`config.mk`:
```
export PLATFORM = sky130hd
export DESIGN_NAME = bmp_stream_to_rgb565_pixels_top
export DESIGN_NICKNAME = d
export VERILOG_FILES = /design/src/rtl/bmp_pkg.sv /design/src/rtl/bmp_stream_to_rgb565_pixels_top.sv /design/src/rtl/bmp_csr.sv /design/src/rtl/bmp_core.sv /design/src/rtl/bmp_skid.sv
export SDC_FILE = /design/constraint.sdc
export NUM_CORES = 1
export LEC_CHECK = 0
export BUFFER_PORTS_ARGS = -buffer_cell sky130_fd_sc_hd__buf_2
export CORE_ASPECT_RATIO = 0.9
export CORE_MARGIN = 5
export CORE_UTILIZATION = 55
export DETAILED_ROUTE_END_ITERATION = 8
export PLACE_DENSITY = 0.77
export SETUP_SLACK_MARGIN = 0.02
export SYNTH_ARGS = -nofsm -noshare
export SYNTH_HDL_FRONTEND = slang
export SYNTH_SLANG_ARGS = --single-unit
```
`constraint.sdc`:
```
create_clock -name clock -period 7.1 [get_ports clock]
set_input_delay 1.42 -clock clock [delete_from_list [all_inputs] [get_ports clock]]
set_output_delay 1.42 -clock clock [all_outputs]
set_load 0.005 [all_outputs]
```
`src/rtl/bmp_pkg.sv`:
```
// Shared types and constants for the BMP byte stream to RGB565 pixel converter.
package bmp_pkg;

   // Header layout
   localparam logic [5:0] HDR_BYTES     = 6'd54;
   localparam logic [5:0] HDR_WIDTH_LO  = 6'h12;
   localparam logic [5:0] HDR_WIDTH_HI  = 6'h13;
   localparam logic [5:0] HDR_HEIGHT_LO = 6'h16;
   localparam logic [5:0] HDR_HEIGHT_HI = 6'h17;
   localparam logic [5:0] HDR_DEPTH_LO  = 6'h1C;
   localparam logic [5:0] HDR_DEPTH_HI  = 6'h1D;

   // Supported pixel depths
   localparam logic [15:0] DEPTH_24 = 16'd24;
   localparam logic [15:0] DEPTH_16 = 16'd16;

   // Byte phase codes within one pixel
   localparam logic [1:0] PHASE_FIRST  = 2'd0;
   localparam logic [1:0] PHASE_SECOND = 2'd1;
   localparam logic [1:0] PHASE_THIRD  = 2'd2;

   // Configuration register indexes and reset values
   localparam int unsigned CSR_INDEX_W = 8;
   localparam logic [CSR_INDEX_W-1:0] CSR_MAX_DIMENSION = 8'd0;
   localparam logic [CSR_INDEX_W-1:0] CSR_MIRROR_BASE   = 8'd1;
   localparam logic [15:0] MAX_DIMENSION_RESET = 16'd320;
   localparam logic [15:0] MIRROR_BASE_RESET   = 16'd239;

   typedef struct packed {
      logic [15:0] max_dimension;
      logic [15:0] mirror_base;
   } cfg_type;

   // Packed so that pixel_x lands in the lowest bits
   typedef struct packed {
      logic [15:0] pixel_color;
      logic [15:0] pixel_y;
      logic [15:0] pixel_x;
   } pixel_type;

endpackage

```
`src/rtl/bmp_stream_to_rgb565_pixels_top.sv`:
```
// Top level of the BMP byte stream to RGB565 pixel converter.
//
//   channel  direction  beat contents
//   req_     in         one file byte, file start flag in tuser
//   rsp_     out        one pixel: x, y, RGB565 color
//   csr_     in         register index and 16-bit write data
//
// One file byte is taken per clock while req_tready is high; a pixel is
// built from its last byte and leaves through the output register. The byte
// decode and scan update sit in one combinational stage between the state
// registers and the output stage. A stall on rsp_ is absorbed by a one-entry
// skid; req_tready drops only while that skid entry is full. Reset restores
// the register defaults and treats the next byte as byte 0 of a file.
module bmp_stream_to_rgb565_pixels_top
   import bmp_pkg::*;
(
   input  logic                   clock,
   input  logic                   reset,
   input  logic                   req_tvalid,
   output logic                   req_tready,
   input  logic [7:0]             req_tdata,  // byte_value [7:0]
   input  logic                   req_tuser,  // file_start [0]
   output logic                   rsp_tvalid,
   input  logic                   rsp_tready,
   output logic [47:0]            rsp_tdata,  // pixel_x [15:0], pixel_y [31:16],
                                              // pixel_color [47:32]
   input  logic                   csr_valid,
   output logic                   csr_ready,
   input  logic [CSR_INDEX_W-1:0] csr_index,
   input  logic [15:0]            csr_data
);

   cfg_type   cfg;
   logic      accept;
   logic      pix_valid;
   pixel_type pix;
   pixel_type out_pix;

   assign accept    = req_tvalid && req_tready;
   assign rsp_tdata = out_pix;

   bmp_csr u_csr (
      .clock     (clock),
      .reset     (reset),
      .csr_valid (csr_valid),
      .csr_ready (csr_ready),
      .csr_index (csr_index),
      .csr_data  (csr_data),
      .cfg       (cfg)
   );

   bmp_core u_core (
      .clock      (clock),
      .reset      (reset),
      .accept     (accept),
      .byte_value (req_tdata),
      .file_start (req_tuser),
      .cfg        (cfg),
      .pix_valid  (pix_valid),
      .pix        (pix)
   );

   bmp_skid u_skid (
      .clock     (clock),
      .reset     (reset),
      .in_valid  (pix_valid),
      .in_ready  (req_tready),
      .in_data   (pix),
      .out_valid (rsp_tvalid),
      .out_ready (rsp_tready),
      .out_data  (out_pix)
   );

endmodule

```
`src/rtl/bmp_csr.sv`:
```
// Configuration registers for the BMP converter.
module bmp_csr
   import bmp_pkg::*;
(
   input  logic                   clock,
   input  logic                   reset,
   input  logic                   csr_valid,
   output logic                   csr_ready,
   input  logic [CSR_INDEX_W-1:0] csr_index,
   input  logic [15:0]            csr_data,
   output cfg_type                cfg
);

   cfg_type cfg_ff, cfg_in;

   assign csr_ready = 1'b1;
   assign cfg       = cfg_ff;

   // Decode the register index; unknown indexes are dropped
   always_comb begin
      cfg_in = cfg_ff;
      if (csr_valid) begin
         unique case (csr_index)
            CSR_MAX_DIMENSION: cfg_in.max_dimension = csr_data;
            CSR_MIRROR_BASE:   cfg_in.mirror_base   = csr_data;
            default: ;
         endcase
      end
   end

   always_ff @(posedge clock) begin
      if (reset) begin
         cfg_ff.max_dimension <= MAX_DIMENSION_RESET;
         cfg_ff.mirror_base   <= MIRROR_BASE_RESET;
      end else begin
         cfg_ff <= cfg_in;
      end
   end

endmodule

```
`src/rtl/bmp_core.sv`:
```
// Header capture, pixel assembly and scan position for one file byte per beat.
module bmp_core
   import bmp_pkg::*;
(
   input  logic      clock,
   input  logic      reset,
   input  logic      accept,
   input  logic [7:0] byte_value,
   input  logic      file_start,
   input  cfg_type   cfg,
   output logic      pix_valid,
   output pixel_type pix
);

   logic [5:0]  hdr_pos_ff, hdr_pos_in;
   logic [15:0] width_ff, width_in;
   logic [15:0] height_ff, height_in;
   logic [15:0] depth_ff, depth_in;
   logic [15:0] held_ff, held_in;
   logic [1:0]  phase_ff, phase_in;
   logic [15:0] col_ff, col_in;
   logic [15:0] row_ff, row_in;

   // Current state as seen by this beat (cleared at a file start)
   logic [5:0]  hdr_pos;
   logic [15:0] width, height, depth, held, col, row;
   logic [1:0]  phase;
   logic        emit;
   logic [15:0] color;
   logic [15:0] col_inc, row_inc;

   assign hdr_pos = file_start ? '0 : hdr_pos_ff;
   assign width   = file_start ? '0 : width_ff;
   assign height  = file_start ? '0 : height_ff;
   assign depth   = file_start ? '0 : depth_ff;
   assign held    = file_start ? '0 : held_ff;
   assign phase   = file_start ? PHASE_FIRST : phase_ff;
   assign col     = file_start ? '0 : col_ff;
   assign row     = file_start ? '0 : row_ff;

   assign col_inc = col + 16'd1;
   assign row_inc = row + 16'd1;

   // Header capture and pixel assembly
   always_comb begin
      hdr_pos_in = hdr_pos;
      width_in   = width;
      height_in  = height;
      depth_in   = depth;
      held_in    = held;
      phase_in   = phase;
      emit       = 1'b0;
      color      = '0;
      if (hdr_pos < HDR_BYTES) begin
         hdr_pos_in = hdr_pos + 6'd1;
         unique case (hdr_pos)
            HDR_WIDTH_LO:  width_in[7:0]   = byte_value;
            HDR_WIDTH_HI:  width_in[15:8]  = byte_value;
            HDR_HEIGHT_LO: height_in[7:0]  = byte_value;
            HDR_HEIGHT_HI: height_in[15:8] = byte_value;
            HDR_DEPTH_LO:  depth_in[7:0]   = byte_value;
            HDR_DEPTH_HI:  depth_in[15:8]  = byte_value;
            default: ;
         endcase
      end else if (width > cfg.max_dimension || height > cfg.max_dimension) begin
         // rejected image: consume the byte, hold the pixel state
      end else if (depth == DEPTH_24) begin
         priority if (phase == PHASE_FIRST) begin
            held_in  = {8'd0, byte_value};
            phase_in = PHASE_SECOND;
         end else if (phase == PHASE_SECOND) begin
            held_in  = {byte_value, held[7:0]};
            phase_in = PHASE_THIRD;
         end else begin
            color    = {byte_value[7:3], held[15:10], held[7:3]};
            emit     = 1'b1;
            held_in  = '0;
            phase_in = PHASE_FIRST;
         end
      end else if (depth == DEPTH_16) begin
         if (phase == PHASE_FIRST) begin
            held_in  = {8'd0, byte_value};
            phase_in = PHASE_SECOND;
         end else begin
            color    = {byte_value, held[7:0]};
            emit     = 1'b1;
            held_in  = '0;
            phase_in = PHASE_FIRST;
         end
      end
   end

   // Place the pixel and advance the scan position
   always_comb begin
      col_in = col;
      row_in = row;
      pix.pixel_color = color;
      pix.pixel_y     = row;
      if (width < height) begin
         pix.pixel_x = col;
      end else begin
         pix.pixel_x = cfg.mirror_base - col;
      end
      if (emit) begin
         if (width < height) begin
            if (col_inc >= width) begin
               col_in = '0;
               row_in = row_inc;
            end else begin
               col_in = col_inc;
            end
         end else begin
            if (row_inc >= width) begin
               row_in = '0;
               col_in = col_inc;
            end else begin
               row_in = row_inc;
            end
         end
      end
   end

   assign pix_valid = accept && emit;

   always_ff @(posedge clock) begin
      if (reset) begin
         hdr_pos_ff <= '0;
         width_ff   <= '0;
         height_ff  <= '0;
         depth_ff   <= '0;
         held_ff    <= '0;
         phase_ff   <= PHASE_FIRST;
         col_ff     <= '0;
         row_ff     <= '0;
      end else if (accept) begin
         hdr_pos_ff <= hdr_pos_in;
         width_ff   <= width_in;
         height_ff  <= height_in;
         depth_ff   <= depth_in;
         held_ff    <= held_in;
         phase_ff   <= phase_in;
         col_ff     <= col_in;
         row_ff     <= row_in;
      end
   end

endmodule

```
`src/rtl/bmp_skid.sv`:
```
// Output register with a skid entry so the input ready is a registered signal.
module bmp_skid
   import bmp_pkg::*;
(
   input  logic      clock,
   input  logic      reset,
   input  logic      in_valid,
   output logic      in_ready,
   input  pixel_type in_data,
   output logic      out_valid,
   input  logic      out_ready,
   output pixel_type out_data
);

   logic      main_valid_ff, main_valid_in;
   logic      skid_valid_ff, skid_valid_in;
   pixel_type main_ff, main_in;
   pixel_type skid_ff, skid_in;
   logic      push, pop;

   assign in_ready  = !skid_valid_ff;
   assign out_valid = main_valid_ff;
   assign out_data  = main_ff;
   assign push      = in_valid && in_ready;
   assign pop       = main_valid_ff && out_ready;

   // Refill the main entry from the skid entry first, else from the input
   always_comb begin
      main_valid_in = main_valid_ff;
      skid_valid_in = skid_valid_ff;
      main_in       = main_ff;
      skid_in       = skid_ff;
      if (pop || !main_valid_ff) begin
         if (skid_valid_ff) begin
            main_in       = skid_ff;
            main_valid_in = 1'b1;
            skid_valid_in = 1'b0;
         end else begin
            main_in       = in_data;
            main_valid_in = push;
         end
      end else if (push) begin
         skid_in       = in_data;
         skid_valid_in = 1'b1;
      end
   end

   always_ff @(posedge clock) begin
      if (reset) begin
         main_valid_ff <= 1'b0;
         skid_valid_ff <= 1'b0;
      end else begin
         main_valid_ff <= main_valid_in;
         skid_valid_ff <= skid_valid_in;
      end
   end

   always_ff @(posedge clock) begin
      main_ff <= main_in;
      skid_ff <= skid_in;
   end

endmodule
```
==> Flow_metrics.wiki, run 1 <==
{| class="wikitable"
! Metric !! Value
|-
| Die ar. || between 20,000 and 30,000 um^2
|-
| Number of sinks handled by clock tree synthesis || around 230
|-
| Number of failing setup endpoints in the final timing report || 0
|-
| Antenna diode count || 0
|-
| First-pass iteration count of the detailed router || 5
|-
| Initial core utilization || 0.557
|-
| Number of H-tree branching levels || 1
|-
| Reg2reg path depth || 16
|-
| Port Buf Inserts || 87
|-
| Largest cells by area after synthesis || edfxtp_1 (23%), dfxtp_1 (22%), ha_1 (9.9%)
|-
| Util after Layout || 0.627
|-
| Final cell area excluding filler cells || between 10,000 and 15,000 um^2
|-
| Number of cells produced by synthesis || ~1,300
|-
| Power density over the cells || 200 nW/um^2
|-
| Resized Gates After CTS || 0
|-
| Count of non-filler cells in the finished layout || roughly 1,700
|-
| Transition at the pin with the smallest max-transition slack || 1.23 ns
|-
| Run status || finished, final reports clean
|-
| Overall global routing resource usage || 0.231
|-
| Number of cells traversed by the worst hold path || 1
|-
| Pin count of the biggest net entering global routing || 77
|-
| Critical path endpoint category || flip-flop
|-
| Average wire per cell in the routed design || 18.4 um
|-
| Cell leakage power || approximately 0.006 uW
|-
| Peak supply drop || approximately 0.14 mV
|-
| Clock buffer count from CTS || 25
|-
| Final worst clock skew || 0.0145 ns
|-
| Final hold violation count || 0
|-
| Sum Neg Setup Slack || 0 ns
|-
| Core Box Area || ~22,000 um^2
|-
| Starting DRC count in detailed routing || between 900 and 1,000
|-
| Area share of the leading cell type in the synthesized netlist || 0.231
|-
| Kind of start point of the critical path || input port
|-
| Fraction of layout cells with a size suffix above 1 || 0.140
|-
| Most used DFF post-synth || dfxtp_1
|-
| Final #Nets || around 1,500
|-
| TritonCTS clock tree || done
|-
| Cell type with the largest total area after synthesis || edfxtp_1
|-
| Number of vias in the routed layout || ~10,000
|-
| Total DRC errors in the routed layout || 0
|-
| Clock insertion delay at the later pin of the skew report || around 0.54 ns
|-
| Seq/Total Area, Yosys || 0.449
|-
| Timing-limited maximum frequency || about 170 MHz
|-
| Vertical die dimension || 153 um
|-
| Deepest clock path buffer count || 3
|-
| Count of placed standard cells including taps || 1,632
|-
| Relative slew slack || 0.169
|-
| Period minus WS final || 5.75 ns
|-
| Worst min path class || reg2reg
|-
| Synth warn || 0
|-
| Count of final max-slew check failures || 0
|-
| Mapped Area || ~12,000 um^2
|-
| Root buffer cell || clkbuf_16
|-
| Routed WL || approximately 31,000 um
|-
| Half-perimeter wire length after detailed placement || ~22,000 um
|-
| Number of nets with antenna violations after routing || 0
|-
| Crit path DAT || approximately 6.2 ns
|-
| Synthesized netlist net count || 1,434
|-
| Maximum fanout encountered on the critical timing path || 21
|-
| Proportion of synthesized flip-flops having asynchronous set or reset || 0
|-
| Total grt overflow || 0
|-
| Synthesized area per cell || roughly 9.6 um^2
|-
| RSZ-0062 raised after global routing || false
|-
| Row count || between 50 and 60
|-
| Global-route wire length before repair || approximately 49,000 um
|-
| Tcrit/Tclk final || 0.810
|-
| Worst endpoint required time || roughly 7.6 ns
|-
| Crit path kind || in2reg
|-
| EDFF count, synth || 96
|-
| Max-cap violations || 0
|-
| Post-Place Cell Area || 13,200 um^2
|-
| X dimension of the die || ~170 um
|-
| Worst setup slack before clock tree synthesis || roughly 0.94 ns
|-
| Count of hold buffers inserted by post-cts repair || 0
|-
| FILL cells || around 1,900
|-
| Final GP Congestion || just under 1
|-
| Count of distinct cell types in the synthesized netlist || 76
|-
| Number of post-CTS setup repair buffers || 0
|-
| Via count of the first global-routing pass || a little over 9,000
|-
| Final worst setup slack || roughly 1.4 ns
|-
| Post-synthesis sequential element count || about 230
|-
| Number of antenna violations at the first check in global routing || 0
|-
| Clock-pin slew on the worst setup and hold paths || around 0.06 ns
|-
| Area growth from synthesis to layout || 12.5%
|-
| I/O pin count || roughly 90
|-
| Number of vias per cell || approximately 6
|}
==> path summary, 6_finish.rpt <==
| check | from | slack (ns) | endpoint |
|---|---|---|---|
| worst max-delay path | req_tuser | 1.35 | u_core.col_ff[0] |
| worst min-delay path | u_core.held_ff[0] | 0.47 | u_core.held_ff[0] |
| worst max register to register | u_core.col_ff[0] | 2.16 | u_core.col_ff[0] |
| worst min register to register | u_core.held_ff[0] | 0.47 | u_core.held_ff[0] |
==> where the power goes <==
part           internal [uW]  switching [uW]  total [uW]  leakage [uW]
sequential              1380           0.715        1380       0.00202
clock                    807             550        1360      0.000412
combinational           18.8            57.8        76.6       0.00350
==> state kept, by name, summed over array words and instances (netlist names), 2 cells and up <==
register / count
u_core.depth_ff: 16
u_core.hdr_pos_ff: 6
u_core.width_ff: 16
u_core.col_ff: 16
u_core.row_ff: 16
u_skid.out_data: 48
u_core.held_ff: 14
u_core.phase_ff: 2
u_csr.cfg: 32
u_core.height_ff: 16
u_skid.skid_ff: 48
==> synthesized netlist by cell type (all sizes together), types with 33 or more instances <==
cell and instances:
nor2 155, dfxtp 136, nand2 125, ha 99, edfxtp 96, inv 68, a21oi 55, o21ai 51
a22oi 47, clkbuf 41, mux2i 35, nor2b 35, a22o 33
==> through the flow <==
step | hold slack [ns] | total power [uW]
CTS | 0.470 | 2830
finish | 0.470 | 2810
detailed placement | 0.453 | 1480
floorplan | 0.435 | 1450
global route | 0.489 | 2890
global placement | 0.453 | 1480
==> cells by family (layout without fill, tap and decap cells) <==
| kind of cell | count (synthesis) | in the layout | share of synthesized area |
|---|---|---|---|
| AO/OA/AOI/OAI | 291 | 291 | 0.165 |
| other | 1 | 1 | 0.000301 |
| multiplexers | 65 | 65 | 0.0552 |
| XOR/XNOR | 40 | 40 | 0.0281 |
| buffers and inverters | 132 | 217 | 0.0410 |
| flip-flops | 232 | 232 | 0.449 |
| AND/OR/NAND/NOR | 434 | 434 | 0.160 |
| adder cells (fa/ha/maj) | 101 | 101 | 0.102 |
==> cell type report <==
cell class	instances	area [um^2]	area share
tap	297	372	0.0265
multi-input combinational	932	6380	0.454
timing repair buffer	102	561	0.0399
inverter	69	259	0.0185
sequential	232	5610	0.399
clock inverter	15	174	0.0124
clock buffer	31	691	0.0492
==> critical path: stages <==
cell       delay [ns]
buf_2            0.24
inv_1            0.37
nand2_1          0.24
nor3_1           0.55
and2_0           0.40
nand3_1          0.15
xor2_1           0.18
ha_1             0.20
a211o_1          0.22
a21oi_1          0.10
o21ai_0          0.10
a31o_2           0.24
a221o_1          0.35
or2_1            0.34
a2111oi_4        0.80
mux2_2           0.30
==> placed cells by master (no fill, tap or decap), types with 4 or more instances in the layout <==
cell type	Yosys	final
mux2i_1	35	35
nand4_1	15	15
nor4_1	10	10
nor3_1	16	15
buf_2	4	87
a22oi_1	47	47
xor2_1	13	13
inv_1	67	67
a22o_1	33	33
clkbuf_1	41	4
xnor2_1	27	27
nor2_1	155	153
a221oi_1	5	5
a31oi_1	13	13
clkbuf_16	0	27
nand3_1	30	30
a21oi_1	55	55
o31ai_1	12	12
mux2_2	30	30
o21ai_1	6	6
dfxtp_1	136	136
edfxtp_1	96	96
o21ai_0	44	44
nor4b_1	5	5
nand2b_1	10	9
o211ai_1	4	4
and3_1	9	9
nand2_1	125	125
buf_4	1	14
nor2b_1	35	35
clkinv_1	1	4
o21a_1	4	4
and2_2	5	5
a211oi_1	13	13
and2_1	4	4
a21o_1	18	18
ha_1	99	99
==> metal layers <==
metal / vias up / track usage / part of all wire
met3: 58 / 0.0405 / 0.077
met4: 0 / 0.0533 / 0.021
met2: 348 / 0.369 / 0.46
met5: - / 0 / 0
met1: 4768 / 0.329 / 0.45
li1: 4835 / - / -
(Power assumes the default switching activity.)
==> run 2, diff against run 1 <==
clock period = 5.07 ns   (was 7.1 ns; I/O delays follow)
==> Flow_metrics.wiki, run 2 (synthesis gave the netlist of run 1 again) <==
{| class="wikitable"
! Metric !! Value
|-
| Run status || finished, final reports clean
|-
| Count of final max-slew check failures || 0 (unchanged)
|-
| Fraction of layout cells with a size suffix above 1 || 0.157 (+0.0174)
|-
| Crit path DAT || 5.07 ns (-1.16 ns)
|-
| Final #Nets || 1,520 (+1.3%)
|-
| Number of vias in the routed layout || 10,100 (+1.3%)
|-
| Area growth from synthesis to layout || 13.8%
|-
| Critical path endpoint category || flip-flop
|-
| Total grt overflow || 0 (unchanged)
|-
| Relative slew slack || 0.286 (+0.117)
|-
| Average wire per cell in the routed design || 18.4 um (about the same)
|-
| Die ar. || 25,800 um^2 (unchanged)
|-
| Peak supply drop || 0.230 mV (+67%)
|-
| Count of non-filler cells in the finished layout || 1,697 (+1.1%)
|-
| Via count of the first global-routing pass || 9,566 (+2.6%)
|-
| Commonest non-fill, non-tap cell in the layout || nor2_1
|-
| Worst min path class || reg2reg
|-
| Port Buf Inserts || 87 (unchanged)
|-
| Worst setup slack before clock tree synthesis || 0.0171 ns (-0.921 ns)
|-
| Starting DRC count in detailed routing || 876 (-5.1%)
|-
| Worst endpoint required time || 5.53 ns (-2.05 ns)
|-
| Overall global routing resource usage || 0.238 (+0.00723)
|-
| Count of hold buffers inserted by post-cts repair || 0 (unchanged)
|-
| Kind of start point of the critical path || input port
|-
| Count of placed standard cells including taps || 1,652 (+1.2%)
|-
| Initial core utilization || 0.557 (unchanged)
|-
| Number of H-tree branching levels || 1 (unchanged)
|-
| Final worst clock skew || 0.0128 ns (-0.00172 ns)
|-
| Crit path kind || in2reg
|-
| Half-perimeter wire length after detailed placement || 22,700 um (+2.3%)
|-
| Timing-limited maximum frequency || about 220 MHz
|-
| TritonCTS clock tree || done
|-
| Most frequent cells in the layout || nor2_1 (152), dfxtp_1 (136), nand2_1 (124)
|-
| Number of sinks handled by clock tree synthesis || 232 (unchanged)
|-
| Antenna diode count || 0 (unchanged)
|-
| Root buffer cell || clkbuf_16
|-
| Clock-pin slew on the worst setup and hold paths || 0.06 ns (about the same)
|-
| Period minus WS final || roughly 4.6 ns
|-
| Number of failing setup endpoints in the final timing report || 0 (unchanged)
|-
| First-pass iteration count of the detailed router || 8 (+3)
|-
| Number of post-CTS setup repair buffers || 0 (unchanged)
|-
| Core Box Area || 22,400 um^2 (unchanged)
|-
| Crit. Startpoint || req_tuser
|-
| Number of antenna violations at the first check in global routing || 0 (unchanged)
|-
| Cell leakage power || 0.00604 uW (+1.7%)
|-
| Capture point of the critical path || u_core.row_ff[10]
|-
| I/O pin count || 89 (unchanged)
|-
| Deepest clock path buffer count || 3 (unchanged)
|-
| Vertical die dimension || 153 um (unchanged)
|-
| Transition at the pin with the smallest max-transition slack || 1.07 ns (-0.165 ns)
|-
| Total DRC errors in the routed layout || 0 (unchanged)
|-
| Final GP Congestion || 0.934 (-5.2%)
|-
| Origin of the critical flop-to-flop path || u_core.row_ff[1]
|-
| Reg-to-Reg End || u_core.row_ff[10]
|-
| Tcrit/Tclk final || 0.910
|-
| Resized Gates After CTS || 0 (unchanged)
|-
| Clock buffer count from CTS || 25 (unchanged)
|-
| Number of nets with antenna violations after routing || 0 (unchanged)
|-
| Global-route wire length before repair || 50,400 um (+2.4%)
|-
| Reg2reg path depth || 16 (unchanged)
|-
| Final hold violation count || 0 (unchanged)
|-
| RSZ-0062 raised after global routing || false
|-
| Final worst setup slack || 0.458 ns (-0.893 ns)
|-
| Post-Route Hold Slack || 0.472 ns (+0.00164 ns)
|-
| Pin count of the biggest net entering global routing || 85 (+10%)
|-
| Number of vias per cell || 5.98 (+0.21%)
|-
| Register-to-register setup slack || 0.82 ns (-1.34 ns)
|-
| Number of cells traversed by the worst hold path || 1 (unchanged)
|-
| Clock insertion delay at the later pin of the skew report || 0.52 ns (-0.02 ns)
|-
| X dimension of the die || 169 um (unchanged)
|-
| Row count || 52 (unchanged)
|-
| Maximum fanout encountered on the critical timing path || 14 (-33%)
|-
| Routed WL || 31,300 um (+1.1%)
|-
| Power density over the cells || 274 nW/um^2 (+37%)
|-
| Max-cap violations || 0 (unchanged)
|}
## run 2: changes by cell type in the layout (fill, tap and decap cells not counted), sizes merged
cell,previous run,this run
clkinvlp,4,0
bufinv,3,4
clkbuf,31,32
clkinv,6,9
buf,102,122
inv,71,69
## run 2: how the worst min path moves through the flow
stage	end	start
after detailed placement	u_core.held_ff[0]	u_core.held_ff[0]
final	u_core.held_ff[2]	u_core.held_ff[2]
after global placement	u_core.held_ff[1]	u_core.held_ff[1]
after global routing	u_core.held_ff[1]	u_core.held_ff[1]
after floorplan	u_core.held_ff[0]	u_core.held_ff[0]
after CTS	u_core.held_ff[0]	u_core.held_ff[0]
## run 2: metal layers
| layer | track usage | wire (um) |
|---|---|---|
| met3 | 0.0362 | 2220 |
| met1 | 0.345 | 14100 |
| met4 | 0.0792 | 996 |
| met5 | 0 | 0 |
| met2 | 0.366 | 14000 |
## run 2: through the flow
step / total power, uW / TNS, ns / area (um^2) / utilization
final: 3890 / 0 / 14200 / 0.635
after global routing: 4010 / 0 / 14200 / 0.635
after floorplan: 2040 / -43.63 / 12600 / -
after CTS: 3910 / 0 / 14200 / 0.635
after detailed placement: 2080 / 0 / 13400 / 0.598
after global placement: 2080 / 0 / 13400 / 0.598
## run 2: layout make-up
cell class / instances / area, um^2
clock buffers: 32 / 652
fillers: 1778 / 8180
multi-input cells: 932 / 6400
repair buffers: 122 / 736
clock inverters: 13 / 173
well taps: 297 / 372
inverters: 69 / 262
flip-flops and latches: 232 / 5610
## run 2: power by group
group	leakage, uW	switching [uW]	internal [uW]
Sequential	0.00202	0.969	1930
Clock	0.000406	729	1110
Combinational	0.00361	82.6	28.4
Total	0.00604	813	3070
## run 2: worst max-delay path: stages
cell and delay, ns:
buf_2 0.23, nor2b_1 0.21, ha_1 0.23, nand3_1 0.10
nor2_1 0.15, and3_1 0.20, and3_1 0.21, nand3_1 0.19
or3_1 0.39, a21oi_1 0.23, ha_1 0.28, and4_1 0.23
a221o_1 0.35, o21ai_2 0.33, and2_1 0.24, nor2b_2 0.28
a22o_1 0.18
==> run 3, diff against run 2 <==
BUFFER_PORTS_ARGS = -buffer_cell sky130_fd_sc_hd__buf_4   (was -buffer_cell sky130_fd_sc_hd__buf_2)
CORE_MARGIN = 4   (was 5)
==> Flow_metrics.wiki, run 3 (synthesis gave the netlist of run 1 again) <==
{| class="wikitable"
! Metric !! Value
|-
| Number of failing setup endpoints in the final timing report || 0 (unchanged)
|-
| Number of H-tree branching levels || 1 (unchanged)
|-
| First-pass iteration count of the detailed router || 6 (-2)
|-
| Register-to-register setup slack || 0.84 ns (+0.02 ns)
|-
| Total grt overflow || 0 (unchanged)
|-
| Sequential cell area || 5610 um^2 (unchanged)
|-
| Critical path endpoint category || flip-flop
|-
| Final #Nets || 1,530 (+0.66%)
|-
| Count of hold buffers inserted by post-cts repair || 0 (unchanged)
|-
| Number of sinks handled by clock tree synthesis || 232 (unchanged)
|-
| Final GP Congestion || 0.924 (-1.0%)
|-
| Total area of multi-input combinational cells || 6400 um^2 (unchanged)
|-
| Pin count of the biggest net entering global routing || 65 (-24%)
|-
| Global-route track usage on met2 || 0.400 (+0.0340)
|-
| Timing-limited maximum frequency || 220 MHz (+1.3%)
|-
| FILL cells || 1,840 (+3.5%)
|-
| Maximum fanout encountered on the critical timing path || 26 (+12)
|-
| Number of vias per cell || 5.92 (-0.94%)
|-
| Kind of cell adding the most delay to the critical path || simple AND/OR/NAND/NOR gates
|-
| Count of final max-slew check failures || 0 (unchanged)
|-
| TritonCTS clock tree || done
|-
| Busiest layer in global routing || met2
|-
| Number of post-CTS setup repair buffers || 0 (unchanged)
|-
| Crit. Startpoint || req_tuser
|-
| Die ar. || 25,200 um^2 (-2.5%)
|-
| RSZ-0062 raised after global routing || false
|-
| Capture point of the critical path || u_core.col_ff[7]
|-
| Depth of the critical timing path with buffers and inverters included || 16 (-1)
|-
| Count of non-filler cells in the finished layout || 1,707 (+0.59%)
|-
| Met1 demand-to-capacity share in global routing || 0.341 (-0.00399)
|-
| Most frequent cells in the layout || nor2_1 (152), dfxtp_1 (136), buf_4 (131)
|-
| Cell leakage power || 0.00611 uW (+1.3%)
|-
| Reg-to-Reg End || u_core.col_ff[7]
|-
| Initial core utilization || 0.557 (unchanged)
|-
| Peak supply drop || 0.259 mV (+13%)
|-
| Power density over the cells || 267 nW/um^2 (-2.5%)
|-
| Crit path kind || in2reg
|-
| Port Buf Inserts || 87 (unchanged)
|-
| Via count of the first global-routing pass || 9,553 (-0.14%)
|-
| I/O pin count || 89 (unchanged)
|-
| Routed WL || 31,800 um (+1.7%)
|-
| Origin of the critical flop-to-flop path || u_core.row_ff[0]
|-
| Relative slew slack || 0.164 (-0.123)
|-
| Count of placed standard cells including taps || 1,663 (+0.67%)
|-
| Tcrit/Tclk final || 0.898 (-0.0115)
|-
| Crit path DAT || 5.01 ns (-0.06 ns)
|-
| Sum Neg Setup Slack || 0 ns (unchanged)
|-
| Run status || finished, final reports clean
|-
| Deepest clock path buffer count || 3 (unchanged)
|-
| Area growth from synthesis to layout || 16.1%
|-
| Number of vias in the routed layout || 10,100 (-0.35%)
|-
| Kind of start point of the critical path || input port
|-
| Total buffers and inverters traversed by the critical path || 1 (unchanged)
|-
| Vertical die dimension || 151 um (-1.3%)
|-
| Commonest non-fill, non-tap cell in the layout || nor2_1
|-
| Clock-pin slew on the worst setup and hold paths || 0.06 ns (about the same)
|-
| Root buffer cell || clkbuf_16
|-
| Crit-path max cell delay || 0.51 ns (+0.12 ns)
|-
| Reg2reg path depth || 15 (-1)
|-
| Antenna diode count || 0 (unchanged)
|-
| Transition at the pin with the smallest max-transition slack || 1.24 ns (+0.174 ns)
|-
| X dimension of the die || 167 um (-1.2%)
|-
| Max-cap violations || 0 (unchanged)
|-
| Worst endpoint required time || 5.53 ns (about the same)
|-
| Global-route wire length before repair || 50,000 um (-0.86%)
|-
| Fraction of layout cells with a size suffix above 1 || 0.167 (+0.0102)
|-
| Critical path cell sequence || buf_4 > nand2b_1 > nor4_1 > and3_1 > and3_1 > and3_1 > nand3_1 > xor2_1 > nor2_1 > ha_1 > and4_1 > a221o_1 > o31a_2 > o22ai_2 > o21ai_0 > o21ai_0
|-
| Slowest cell on crit path || o22ai_2
|-
| Core Box Area || 22,400 um^2 (unchanged)
|-
| Final worst clock skew || 0.00946 ns (-0.00330 ns)
|-
| Average wire per cell in the routed design || 18.6 um (+1.1%)
|-
| Clock insertion delay at the later pin of the skew report || 0.53 ns (about the same)
|-
| Worst min path class || reg2reg
|-
| Clock buffer count from CTS || 24 (-4.0%)
|-
| Number of nets with antenna violations after routing || 0 (unchanged)
|-
| Met3 Track Usage GR || 0.0329 (-0.00328)
|-
| Total Power || 3870 uW (-0.52%)
|-
| Final hold violation count || 0 (unchanged)
|-
| Row count || 52 (unchanged)
|-
| Period minus WS final || 4.55 ns (-0.0585 ns)
|-
| Total DRC errors in the routed layout || 0 (unchanged)
|-
| Overall global routing resource usage || 0.244 (+0.00590)
|-
| Resized Gates After CTS || 0 (unchanged)
|-
| Most numerous cell on the critical path || and3_1
|-
| Starting DRC count in detailed routing || 909 (+3.8%)
|-
| Number of antenna violations at the first check in global routing || 0 (unchanged)
|-
| Post-Route Hold Slack || 0.476 ns (+0.00439 ns)
|-
| Half-perimeter wire length after detailed placement || 23,400 um (+3.0%)
|}
-- run 3: worst min-delay path by stage --
stage | from | endpoint | cells past startpoint
after CTS | u_core.held_ff[0] | u_core.held_ff[0] | 1
final | u_core.held_ff[0] | u_core.held_ff[0] | 1
after detailed placement | u_core.held_ff[0] | u_core.held_ff[0] | 1
after global routing | u_core.held_ff[2] | u_core.held_ff[2] | 1
after floorplan | u_core.held_ff[0] | u_core.held_ff[0] | 1
after global placement | u_core.held_ff[2] | u_core.held_ff[2] | 1
-- run 3: power by group --
part           total [uW]  internal (uW)  switching [uW]
combinational         118           36.5            82.0
sequential           1930           1930           0.994
clock                1820           1080             736
total                3870           3050             819
-- run 3: final cells by class --
class / instances / area share
sequential: 232 / 0.387
clock buffer: 28 / 0.0454
timing repair buffer: 133 / 0.0706
inverter: 69 / 0.0180
multi-input combinational: 932 / 0.442
tap: 297 / 0.0256
clock inverter: 16 / 0.0112
-- run 3: metrics by stage --
stage	setup WS (ns)	util	cell area [um^2]
floorplan	-0.906	-	12600
global placement	0.173	0.611	13700
detailed placement	0.0798	0.611	13700
CTS	0.589	0.647	14500
global route	0.190	0.647	14500
finish	0.516	0.647	14500
-- run 3: layer usage --
metal	vias to the layer above	wire length (um)
met3	68	2190
met4	0	930
met1	4808	14100
met2	353	14600
li1	4879	-
met5	-	0
-- run 3: worst register-to-register path: cells and delay by family, from the launching register on --
kind | cells | cell delay [ns]
XOR/XNOR | 1 | 0.16
AO/OA/AOI/OAI | 5 | 1.44
adder cells (fa/ha/maj) | 1 | 0.30
flip-flops | 1 | 0.40
AND/OR/NAND/NOR | 8 | 1.87
